`src/rtl/sselfp_pkg.sv`:
```
// Shared types, character codes and field-name tables for the event-stream parser.
package sselfp_pkg;

    // Character codes that steer the parser.
    localparam logic [7:0] CH_LF    = 8'h0A;
    localparam logic [7:0] CH_CR    = 8'h0D;
    localparam logic [7:0] CH_COLON = 8'h3A;
    localparam logic [7:0] CH_SPACE = 8'h20;
    localparam logic [7:0] CH_TAB   = 8'h09;
    localparam logic [7:0] CH_VT    = 8'h0B;
    localparam logic [7:0] CH_FF    = 8'h0C;
    localparam logic [7:0] CH_PLUS  = 8'h2B;
    localparam logic [7:0] CH_MINUS = 8'h2D;
    localparam logic [7:0] CH_ZERO  = 8'h30;
    localparam logic [7:0] CH_NINE  = 8'h39;

    // Retry magnitude limits and the value that means no retry.
    localparam logic [31:0] RETRY_MAG_LIMIT = 32'h8000_0000;
    localparam logic [31:0] RETRY_POS_MAX   = 32'h7FFF_FFFF;
    localparam logic [31:0] RETRY_NONE      = 32'hFFFF_FFFF;

    // Token kinds carried on the result channel.
    typedef enum logic [2:0] {
        TOK_DATA_BYTE   = 3'd0,
        TOK_DATA_BREAK  = 3'd1,
        TOK_EVENT_CLEAR = 3'd2,
        TOK_EVENT_BYTE  = 3'd3,
        TOK_ID_CLEAR    = 3'd4,
        TOK_ID_BYTE     = 3'd5,
        TOK_DISPATCH    = 3'd6
    } tok_kind_t;

    // Position within the current line.
    typedef enum logic [1:0] {
        PH_START   = 2'd0,
        PH_NAME    = 2'd1,
        PH_VALUE   = 2'd2,
        PH_COMMENT = 2'd3
    } line_phase_t;

    // Field that the current line carries.
    typedef enum logic [2:0] {
        FK_NONE  = 3'd0,
        FK_DATA  = 3'd1,
        FK_EVENT = 3'd2,
        FK_ID    = 3'd3,
        FK_RETRY = 3'd4
    } field_kind_t;

    // Progress of the decimal retry parse.
    typedef enum logic [1:0] {
        RP_SKIP   = 2'd0,
        RP_SIGN   = 2'd1,
        RP_DIGITS = 2'd2,
        RP_STOP   = 2'd3
    } retry_phase_t;

    // Retry parse state passed between the top level and the retry parser.
    typedef struct packed {
        retry_phase_t phase;
        logic         negative;
        logic [31:0]  accum;
    } retry_state_t;

    // Field names, one per match bit, padded with zeros to eight characters.
    localparam int NUM_NAMES = 4;
    localparam logic [7:0] NAME_CHARS [NUM_NAMES][8] = '{
        '{8'h64, 8'h61, 8'h74, 8'h61, 8'h00, 8'h00, 8'h00, 8'h00},
        '{8'h65, 8'h76, 8'h65, 8'h6E, 8'h74, 8'h00, 8'h00, 8'h00},
        '{8'h69, 8'h64, 8'h00, 8'h00, 8'h00, 8'h00, 8'h00, 8'h00},
        '{8'h72, 8'h65, 8'h74, 8'h72, 8'h79, 8'h00, 8'h00, 8'h00}
    };
    localparam logic [2:0] NAME_LEN [NUM_NAMES] = '{3'd4, 3'd5, 3'd2, 3'd5};
    localparam field_kind_t NAME_KIND [NUM_NAMES] = '{FK_DATA, FK_EVENT, FK_ID, FK_RETRY};

    // Signed retry value from a sign and a magnitude, clamped to the positive limit.
    function automatic logic [31:0] retry_commit_value(input logic negative,
                                                       input logic [31:0] accum);
        logic [31:0] result;
        begin
            if (negative)
                result = 32'd0 - accum;
            else if (accum > RETRY_POS_MAX)
                result = RETRY_POS_MAX;
            else
                result = accum;
            return result;
        end
    endfunction

endpackage

```
`src/rtl/sselfp_if.sv`:
```
// Valid/ready channel interfaces for the stream bytes and the result tokens.
interface sselfp_byte_if;
    logic       valid;
    logic       ready;
    logic [7:0] byte_value;

    modport source (output valid, output byte_value, input ready);
    modport sink (input valid, input byte_value, output ready);
endinterface

interface sselfp_token_if;
    import sselfp_pkg::*;

    logic        valid;
    logic        ready;
    tok_kind_t   token_kind;
    logic [7:0]  token_byte;
    logic        dispatch_has_id;
    logic        dispatch_has_retry;
    logic signed [31:0] dispatch_retry_ms;

    modport source (
        output valid, output token_kind, output token_byte, output dispatch_has_id,
        output dispatch_has_retry, output dispatch_retry_ms, input ready
    );
    modport sink (
        input valid, input token_kind, input token_byte, input dispatch_has_id,
        input dispatch_has_retry, input dispatch_retry_ms, output ready
    );
endinterface

```
`src/rtl/sselfp_retry.sv`:
```
// Next-state logic of the decimal retry parser for one value byte.
module sselfp_retry (
    input  sselfp_pkg::retry_state_t state,
    input  logic [7:0]               byte_value,
    output sselfp_pkg::retry_state_t state_next,
    output logic                     commit
);
    import sselfp_pkg::*;

    logic        is_digit;
    logic        is_blank;
    logic [3:0]  digit_value;
    logic [35:0] scaled;

    assign is_digit    = (byte_value >= CH_ZERO) && (byte_value <= CH_NINE);
    assign is_blank    = (byte_value == CH_SPACE) || (byte_value == CH_TAB) ||
                         (byte_value == CH_VT) || (byte_value == CH_FF);
    assign digit_value = 4'(byte_value - CH_ZERO);

    // Ten times the magnitude plus the new digit, built from two shifts.
    assign scaled = {1'b0, state.accum, 3'b000} + {3'b000, state.accum, 1'b0}
                  + {32'd0, digit_value};

    // Skip blanks, take a sign, then collect digits until the first other byte.
    always_comb
    begin
        state_next = state;
        commit     = 1'b0;
        unique case (state.phase)
            RP_SKIP:
            begin
                if (is_blank)
                begin
                    state_next.phase = RP_SKIP;
                end
                else if ((byte_value == CH_PLUS) || (byte_value == CH_MINUS))
                begin
                    state_next.negative = (byte_value == CH_MINUS);
                    state_next.phase    = RP_SIGN;
                end
                else if (is_digit)
                begin
                    state_next.accum = {28'd0, digit_value};
                    state_next.phase = RP_DIGITS;
                end
                else
                begin
                    state_next.phase = RP_STOP;
                end
            end
            RP_SIGN:
            begin
                if (is_digit)
                begin
                    state_next.accum = {28'd0, digit_value};
                    state_next.phase = RP_DIGITS;
                end
                else
                begin
                    state_next.phase = RP_STOP;
                end
            end
            RP_DIGITS:
            begin
                if (is_digit)
                begin
                    if (scaled > {4'd0, RETRY_MAG_LIMIT})
                        state_next.accum = RETRY_MAG_LIMIT;
                    else
                        state_next.accum = scaled[31:0];
                end
                else
                begin
                    commit           = 1'b1;
                    state_next.phase = RP_STOP;
                end
            end
            RP_STOP:
            begin
                state_next.phase = RP_STOP;
            end
            default:
            begin
                state_next.phase = RP_STOP;
            end
        endcase
    end

endmodule

```
`src/rtl/sse_line_field_parser.sv`:
```
// Top level of the event-stream line and field parser.
//
// The block takes one raw event-stream byte per beat on the stream channel and
// gives at most one token per byte on the tokens channel. Lines end on CR, LF
// or CRLF (an LF straight after a CR is dropped, even after a pause). Comment
// lines give nothing; data, event and id lines stream their value as byte
// tokens after a clear token (event, id) or a break token (data already seen);
// a blank line gives a dispatch token with the id flag and the parsed retry value.
// An accepted byte waits in the input register and is parsed from there; its token
// is loaded into the token register as soon as that register is free.
// Throughput: one byte per clock while tokens are taken, set by the single parse
// stage between the input and token registers; bytes that give no token leave no gap.
// When the receiver stalls, the token register holds its beat and the input
// register takes one more byte, after which stream.ready falls until the
// token is taken. Reset clears both registers and returns the parser to the
// start of a line with no data, no id and no retry held.
module sse_line_field_parser (
    input  logic                  clk,
    input  logic                  rst_n,
    sselfp_byte_if.sink           stream,
    sselfp_token_if.source        tokens
);
    import sselfp_pkg::*;

    // Input register.
    logic        in_valid_reg;
    logic [7:0]  byte_reg;

    // Parser state.
    line_phase_t  line_phase_reg, line_phase_next;
    logic         after_cr_reg, after_cr_next;
    logic [3:0]   name_match_reg, name_match_next;
    logic [2:0]   name_length_reg, name_length_next;
    field_kind_t  field_kind_reg, field_kind_next;
    logic         space_pending_reg, space_pending_next;
    logic         data_seen_reg, data_seen_next;
    logic         id_seen_reg, id_seen_next;
    retry_state_t retry_reg, retry_next;
    logic [31:0]  retry_held_reg, retry_held_next;
    logic         retry_held_valid_reg, retry_held_valid_next;

    // Token register.
    logic         out_valid_reg;
    tok_kind_t    kind_reg, kind_next;
    logic [7:0]   tbyte_reg, tbyte_next;
    logic         has_id_reg, has_id_next;
    logic         has_retry_reg, has_retry_next;
    logic [31:0]  retry_val_reg, retry_val_next;
    logic         emit;

    logic         out_free;
    logic         advance;
    logic         is_lf;
    logic         is_cr;
    field_kind_t  resolved_kind;
    logic [31:0]  commit_value;
    retry_state_t retry_char_next;
    logic         retry_char_commit;
    logic         retry_line_reset;

    assign out_free     = !out_valid_reg || tokens.ready;
    assign advance      = in_valid_reg && out_free;
    assign stream.ready = !in_valid_reg || advance;

    assign is_lf = (byte_reg == CH_LF);
    assign is_cr = (byte_reg == CH_CR);

    assign commit_value = retry_commit_value(retry_reg.negative, retry_reg.accum);

    // Field that the collected name selects.
    always_comb
    begin
        resolved_kind = FK_NONE;
        for (int k = 0; k < NUM_NAMES; k++)
        begin
            if (name_match_reg[k] && (name_length_reg == NAME_LEN[k]))
                resolved_kind = NAME_KIND[k];
        end
    end

    sselfp_retry u_retry (
        .state      (retry_reg),
        .byte_value (byte_reg),
        .state_next (retry_char_next),
        .commit     (retry_char_commit)
    );

    // One byte of parsing: line ends, name collection and value tokens.
    always_comb
    begin
        line_phase_next       = line_phase_reg;
        after_cr_next         = after_cr_reg;
        name_match_next       = name_match_reg;
        name_length_next      = name_length_reg;
        field_kind_next       = field_kind_reg;
        space_pending_next    = space_pending_reg;
        data_seen_next        = data_seen_reg;
        id_seen_next          = id_seen_reg;
        retry_next            = retry_reg;
        retry_held_next       = retry_held_reg;
        retry_held_valid_next = retry_held_valid_reg;
        retry_line_reset      = 1'b0;
        emit                  = 1'b0;
        kind_next             = TOK_DATA_BYTE;
        tbyte_next            = 8'd0;
        has_id_next           = 1'b0;
        has_retry_next        = 1'b0;
        retry_val_next        = 32'd0;

        if (is_lf && after_cr_reg)
        begin
            after_cr_next = 1'b0;
        end
        else if (is_cr || is_lf)
        begin
            after_cr_next = is_cr;
            unique case (line_phase_reg)
                PH_START:
                begin
                    emit                  = 1'b1;
                    kind_next             = TOK_DISPATCH;
                    has_id_next           = id_seen_reg;
                    has_retry_next        = retry_held_valid_reg;
                    retry_val_next        = retry_held_valid_reg ? retry_held_reg : RETRY_NONE;
                    data_seen_next        = 1'b0;
                    id_seen_next          = 1'b0;
                    retry_held_next       = RETRY_NONE;
                    retry_held_valid_next = 1'b0;
                end
                PH_NAME:
                begin
                    if ((resolved_kind == FK_DATA) && data_seen_reg)
                    begin
                        emit      = 1'b1;
                        kind_next = TOK_DATA_BREAK;
                    end
                    else if (resolved_kind == FK_EVENT)
                    begin
                        emit      = 1'b1;
                        kind_next = TOK_EVENT_CLEAR;
                    end
                    else if (resolved_kind == FK_ID)
                    begin
                        emit         = 1'b1;
                        kind_next    = TOK_ID_CLEAR;
                        id_seen_next = 1'b0;
                    end
                end
                PH_VALUE:
                begin
                    if ((field_kind_reg == FK_RETRY) && (retry_reg.phase == RP_DIGITS))
                    begin
                        retry_held_next       = commit_value;
                        retry_held_valid_next = 1'b1;
                    end
                end
                PH_COMMENT:
                begin
                    emit = 1'b0;
                end
                default:
                begin
                    emit = 1'b0;
                end
            endcase
            // Every line end starts a fresh line.
            line_phase_next    = PH_START;
            name_match_next    = 4'hF;
            name_length_next   = 3'd0;
            field_kind_next    = FK_NONE;
            space_pending_next = 1'b0;
            retry_line_reset   = 1'b1;
        end
        else
        begin
            after_cr_next = 1'b0;
            if ((line_phase_reg == PH_START) && (byte_reg == CH_COLON))
            begin
                line_phase_next = PH_COMMENT;
            end
            else if ((line_phase_reg == PH_START) || (line_phase_reg == PH_NAME))
            begin
                line_phase_next = PH_NAME;
                if (byte_reg == CH_COLON)
                begin
                    // The name ends at its colon and the value opens.
                    line_phase_next    = PH_VALUE;
                    space_pending_next = 1'b1;
                    field_kind_next    = resolved_kind;
                    if ((resolved_kind == FK_DATA) && data_seen_reg)
                    begin
                        emit      = 1'b1;
                        kind_next = TOK_DATA_BREAK;
                    end
                    else if (resolved_kind == FK_EVENT)
                    begin
                        emit      = 1'b1;
                        kind_next = TOK_EVENT_CLEAR;
                    end
                    else if (resolved_kind == FK_ID)
                    begin
                        emit         = 1'b1;
                        kind_next    = TOK_ID_CLEAR;
                        id_seen_next = 1'b0;
                    end
                end
                else
                begin
                    // Drop every name that this character rules out.
                    for (int k = 0; k < NUM_NAMES; k++)
                    begin
                        if ((name_length_reg >= NAME_LEN[k]) ||
                            (NAME_CHARS[k][name_length_reg] != byte_reg))
                            name_match_next[k] = 1'b0;
                    end
                    if (name_length_reg != 3'd7)
                        name_length_next = name_length_reg + 3'd1;
                end
            end
            else if (line_phase_reg == PH_VALUE)
            begin
                space_pending_next = 1'b0;
                if (!(space_pending_reg && (byte_reg == CH_SPACE)))
                begin
                    unique case (field_kind_reg)
                        FK_DATA:
                        begin
                            emit           = 1'b1;
                            kind_next      = TOK_DATA_BYTE;
                            tbyte_next     = byte_reg;
                            data_seen_next = 1'b1;
                        end
                        FK_EVENT:
                        begin
                            emit       = 1'b1;
                            kind_next  = TOK_EVENT_BYTE;
                            tbyte_next = byte_reg;
                        end
                        FK_ID:
                        begin
                            emit         = 1'b1;
                            kind_next    = TOK_ID_BYTE;
                            tbyte_next   = byte_reg;
                            id_seen_next = 1'b1;
                        end
                        FK_RETRY:
                        begin
                            retry_next = retry_char_next;
                            if (retry_char_commit)
                            begin
                                retry_held_next       = commit_value;
                                retry_held_valid_next = 1'b1;
                            end
                        end
                        default:
                        begin
                            emit = 1'b0;
                        end
                    endcase
                end
            end
        end

        if (retry_line_reset)
        begin
            retry_next.phase    = RP_SKIP;
            retry_next.negative = 1'b0;
            retry_next.accum    = 32'd0;
        end
    end

    // Input register: takes a beat whenever it is empty or being consumed.
    always_ff @(posedge clk or negedge rst_n)
    begin
        if (!rst_n)
        begin
            in_valid_reg <= 1'b0;
        end
        else if (stream.valid && stream.ready)
        begin
            in_valid_reg <= 1'b1;
        end
        else if (advance)
        begin
            in_valid_reg <= 1'b0;
        end
    end

    always_ff @(posedge clk)
    begin
        if (stream.valid && stream.ready)
            byte_reg <= stream.byte_value;
    end

    // Parser state moves on each time a byte is consumed.
    always_ff @(posedge clk or negedge rst_n)
    begin
        if (!rst_n)
        begin
            line_phase_reg       <= PH_START;
            after_cr_reg         <= 1'b0;
            name_match_reg       <= 4'hF;
            name_length_reg      <= 3'd0;
            field_kind_reg       <= FK_NONE;
            space_pending_reg    <= 1'b0;
            data_seen_reg        <= 1'b0;
            id_seen_reg          <= 1'b0;
            retry_reg            <= '{phase: RP_SKIP, negative: 1'b0, accum: 32'd0};
            retry_held_reg       <= RETRY_NONE;
            retry_held_valid_reg <= 1'b0;
        end
        else if (advance)
        begin
            line_phase_reg       <= line_phase_next;
            after_cr_reg         <= after_cr_next;
            name_match_reg       <= name_match_next;
            name_length_reg      <= name_length_next;
            field_kind_reg       <= field_kind_next;
            space_pending_reg    <= space_pending_next;
            data_seen_reg        <= data_seen_next;
            id_seen_reg          <= id_seen_next;
            retry_reg            <= retry_next;
            retry_held_reg       <= retry_held_next;
            retry_held_valid_reg <= retry_held_valid_next;
        end
    end

    // Token register: loads a beat when a byte gives one, clears when taken.
    always_ff @(posedge clk or negedge rst_n)
    begin
        if (!rst_n)
        begin
            out_valid_reg <= 1'b0;
        end
        else if (advance && emit)
        begin
            out_valid_reg <= 1'b1;
        end
        else if (tokens.ready)
        begin
            out_valid_reg <= 1'b0;
        end
    end

    always_ff @(posedge clk)
    begin
        if (advance && emit)
        begin
            kind_reg      <= kind_next;
            tbyte_reg     <= tbyte_next;
            has_id_reg    <= has_id_next;
            has_retry_reg <= has_retry_next;
            retry_val_reg <= retry_val_next;
        end
    end

    assign tokens.valid              = out_valid_reg;
    assign tokens.token_kind         = kind_reg;
    assign tokens.token_byte         = tbyte_reg;
    assign tokens.dispatch_has_id    = has_id_reg;
    assign tokens.dispatch_has_retry = has_retry_reg;
    assign tokens.dispatch_retry_ms  = retry_val_reg;

endmodule
```
`src/flat_wrapper.sv`:
```
// flat-port wrapper written by rule: the top's interface ports become plain ports
module sse_line_field_parser_flat import sselfp_pkg::*;
  (clk, rst_n, stream_valid, stream_byte_value, stream_ready, tokens_valid, tokens_token_kind, tokens_token_byte, tokens_dispatch_has_id, tokens_dispatch_has_retry, tokens_dispatch_retry_ms, tokens_ready);
  sselfp_byte_if stream_i ();
  sselfp_token_if tokens_i ();
  input  logic clk;
  input  logic rst_n;
  input wire logic [$bits(stream_i.valid)-1:0] stream_valid;
  input wire logic [$bits(stream_i.byte_value)-1:0] stream_byte_value;
  output wire logic [$bits(stream_i.ready)-1:0] stream_ready;
  output wire logic [$bits(tokens_i.valid)-1:0] tokens_valid;
  output wire logic [$bits(tokens_i.token_kind)-1:0] tokens_token_kind;
  output wire logic [$bits(tokens_i.token_byte)-1:0] tokens_token_byte;
  output wire logic [$bits(tokens_i.dispatch_has_id)-1:0] tokens_dispatch_has_id;
  output wire logic [$bits(tokens_i.dispatch_has_retry)-1:0] tokens_dispatch_has_retry;
  output wire logic [$bits(tokens_i.dispatch_retry_ms)-1:0] tokens_dispatch_retry_ms;
  input wire logic [$bits(tokens_i.ready)-1:0] tokens_ready;
  assign stream_i.valid = stream_valid;
  assign stream_i.byte_value = stream_byte_value;
  assign stream_ready = stream_i.ready;
  assign tokens_valid = tokens_i.valid;
  assign tokens_token_kind = tokens_i.token_kind;
  assign tokens_token_byte = tokens_i.token_byte;
  assign tokens_dispatch_has_id = tokens_i.dispatch_has_id;
  assign tokens_dispatch_has_retry = tokens_i.dispatch_has_retry;
  assign tokens_dispatch_retry_ms = tokens_i.dispatch_retry_ms;
  assign tokens_i.ready = tokens_ready;
  sse_line_field_parser u_core (.clk(clk), .rst_n(rst_n), .stream(stream_i), .tokens(tokens_i));
endmodule
```
`config.mk`:
```
export PLATFORM = sky130hd
export DESIGN_NAME = sse_line_field_parser_flat
export DESIGN_NICKNAME = d
export VERILOG_FILES = /design/src/rtl/sselfp_pkg.sv /design/src/rtl/sselfp_if.sv /design/src/rtl/sselfp_retry.sv /design/src/rtl/sse_line_field_parser.sv /design/src/flat_wrapper.sv
export SDC_FILE = /design/constraint.sdc
export NUM_CORES = 1
export LEC_CHECK = 0
export ABC_CLOCK_PERIOD_IN_PS = 3800
export BUFFER_PORTS_ARGS = -buffer_cell sky130_fd_sc_hd__buf_2
export CELL_PAD_IN_SITES_DETAIL_PLACEMENT = 2
export CELL_PAD_IN_SITES_GLOBAL_PLACEMENT = 2
export CORE_ASPECT_RATIO = 0.7
export CORE_UTILIZATION = 35
export DETAILED_ROUTE_END_ITERATION = 6
export GPL_TIMING_DRIVEN = 1
export PLACE_DENSITY = 0.84
export SETUP_SLACK_MARGIN = 0.3
export SYNTH_ARGS = -nofsm -noshare
export SYNTH_HDL_FRONTEND = slang
export SYNTH_SLANG_ARGS = --single-unit
```
`constraint.sdc`:
```
create_clock -name clk -period 3.8 [get_ports clk]
set_input_delay 0 -clock clk [delete_from_list [all_inputs] [get_ports clk]]
set_output_delay 0 -clock clk [all_outputs]
set_load 0.01 [all_outputs]
```
==> metrics <==
clk sinks 139; Layout Cells excl Fill 1653; count of different cell masters after synthesis 77; Post-synth EDFFs 53; IR drop worst, VDD 0.234 mV; Max Fclk 220 MHz; Yosys top cell by area edfxtp_1; Reg2Reg Setup Slack -0.75 ns; Initial Util 0.361; crit path kind reg2reg; Slew @ Worst Pin 1.14 ns; max FFs per register 35; top cells by area, synth edfxtp_1 16%, dfrtp_1 13%, dfstp_2 9.7%; Final Hold Vio Count 0; Cells after Synth 1081; async set or reset register ratio after synthesis 0.619; sequential share of the synthesized area 0.389; Cells after DPL 1569; via count 10800; # Max-Cap Violations 0; most common flop cell mapped by yosys edfxtp_1; number of port buffers 58; Slew HR 0.240; grt ovf 0; DRC 0; layout cell share with drive strength beyond 1 0.296; largest net degree at the start of global routing 55; antenna violations before repair 0; critical path arrival 4.87 ns; RSZ-0062 raised after global routing yes; Fillers 2816; Final min period 4.55 ns; first-pass GRT wire length 73900 um; Clock Tree Root clkbuf_16; outcome finished with violations; syn_nets 1165; Leakage 5.82 nW; Vias/cell 6.56; CTS tree done; setup slack at placement -0.363 ns; worst hold path type in2async; Post-DP Area 11200 um^2; cts bufs inserted 17; fin area 13000 um^2; Initial DRC Count 1198; CP max FO 5; # setup viols final 32; mapped cell area 9750 um^2; die outline width 202 um; count leader, synth a21oi_1; Area Overhead vs Synth 32.9%; R2R depth 15; Die Area 28500 um^2; row count 50; WL/cell 33.2 um; CTS HTree Levels 4; vias in the first global route 11300; Final ANT Viol Nets 0; GPL Wtd Cong 0.828; max-slew violations 0; R2R Path End u_core.retry_reg[14]; PnR worst setup slack -0.749 ns; Global Route Usage Sum 0.347; Crit. End Element flip-flop; #FFs+latches synth 139; P per Cell Area 368 nW/um^2; Clk pin slew, worst setup/hold paths 0.08 ns; Max Buffers Root-to-Sink 2; r2r startpoint u_core.retry_reg[17]; Synth top cells by count 121 x a21oi_1, 117 x nand2_1, 97 x nor2_1; CORE AREA 27000 um^2; synth warn 0; skew final 0.0188 ns; Worst EP required 4.12 ns; Critical Path Start Type flip-flop; syn avg cell area 9.02 um^2; post-synth top area share 0.163; routed wire length 54900 um; Top Ports 59; failing checks setup timing; post-DP HPWL 30100 um; Die Y 142 um; first-pass iteration count of the detailed router 5; fin nets 1359; worst-skew pair later-pin latency 0.47 ns; Tcrit/Tclk final 1.20; Design Power 4.77 mW
[metrics by stage]
step	utilization	setup TNS [ns]	hold WS [ns]
3_5_place_dp	0.416	-8.31	0.122
3_3_place_gp	0.416	-0.374	0.100
4_1_cts	0.459	-5.14	0.188
2_1_floorplan	-	0	-0.296
6_report	0.480	-19.22	0.213
5_1_grt	0.480	-18.86	0.250
[cells by family (layout without fill, tap and decap cells)]
group | after synthesis | in the layout | share of synthesized area
AO/OA/AOI/OAI | 338 | 338 | 0.241
multiplexers | 3 | 3 | 0.00321
other | 0 | 1 | 0
buffers and inverters | 107 | 314 | 0.0461
adder cells (fa/ha/maj) | 72 | 72 | 0.0939
XOR/XNOR | 46 | 46 | 0.0413
flip-flops | 139 | 139 | 0.389
AND/OR/NAND/NOR | 376 | 376 | 0.186
[where the power goes]
group	total, mW	internal [mW]	switching, mW
Clock	1.87	0.953	0.914
Combinational	0.842	0.262	0.580
Sequential	2.06	1.84	0.220
[cells in the final DEF, fill, tap and decap left out, drive strengths merged, types with 9 or more instances in the layout]
master | synthesis | layout
dfstp | 36 | 36
edfxtp | 53 | 53
nor2 | 98 | 98
nand2 | 118 | 118
xnor2 | 12 | 12
inv | 53 | 63
dfrtp | 50 | 50
nor4 | 15 | 15
o211ai | 9 | 9
buf | 10 | 216
a21oi | 121 | 121
a211oi | 9 | 9
o41ai | 24 | 24
xor2 | 34 | 34
clkbuf | 44 | 18
nand4 | 14 | 14
o31ai | 21 | 21
and2 | 12 | 12
nand3 | 32 | 32
ha | 70 | 70
and3 | 9 | 9
o21ai | 73 | 73
a21o | 13 | 13
dlygate4sd3 | 0 | 12
nor3 | 25 | 25
a31oi | 10 | 10
[area by class of cell]
class	instances	area (um^2)	area share
Clock inverter	15	190	0.0147
Antenna cell	1	2.50	0.000193
Sequential cell	139	3790	0.292
Timing Repair Buffer	229	1780	0.137
Multi-Input combinational cell	835	6120	0.472
Tap cell	364	455	0.0351
Inverter	53	199	0.0153
Clock buffer	17	425	0.0328
[timing repair]
item	in CTS	in global routing
buffers inserted	11	25
cloned	2	1
pin swaps	38	42
endpoints found under the setup margin	32	79
gates resized for setup	54	50
hold buffers	12	0
endpoints found under the hold margin	59	0
[worst max-delay path, stage by stage, from the launching register on]
cell,delay [ns]
dfrtp_1,0.53
ha_1,0.36
ha_1,0.37
nand4_1,0.27
nor2_2,0.14
a2111oi_4,0.42
buf_4,0.18
nor3b_1,0.05
buf_4,0.18
o31ai_1,0.58
nand3_1,0.31
o21ai_4,0.19
nand2_4,0.11
buf_12,0.16
buf_4,0.14
o41ai_4,0.40
[metal layers]
metal / up-vias / track usage / share of wire
met2: 710 / 0.555 / 0.46
met3: 232 / 0.0822 / 0.082
met4: 0 / 0.171 / 0.054
met5: - / 0 / 0
met1: 5539 / 0.441 / 0.41
li1: 4368 / - / -
[worst max-delay path by stage]
stage / endpoint / slack, ns / startpoint / cells after the start
finish: u_core.retry_reg[14] / -0.75 / u_core.retry_reg[17] / 15
global route: u_core.retry_reg[12] / -0.73 / u_core.byte_reg[3] / 14
CTS: u_core.retry_reg[8] / -0.25 / u_core.retry_reg[2] / 12
detailed placement: u_core.retry_reg[20] / -0.36 / u_core.retry_reg[0] / 12
global placement: u_core.retry_reg[4] / -0.03 / u_core.retry_reg[0] / 13
floorplan: u_core.retry_reg[11] / 0.15 / u_core.retry_reg[0] / 12
No activity file was read; power rests on OpenSTA's default activity.
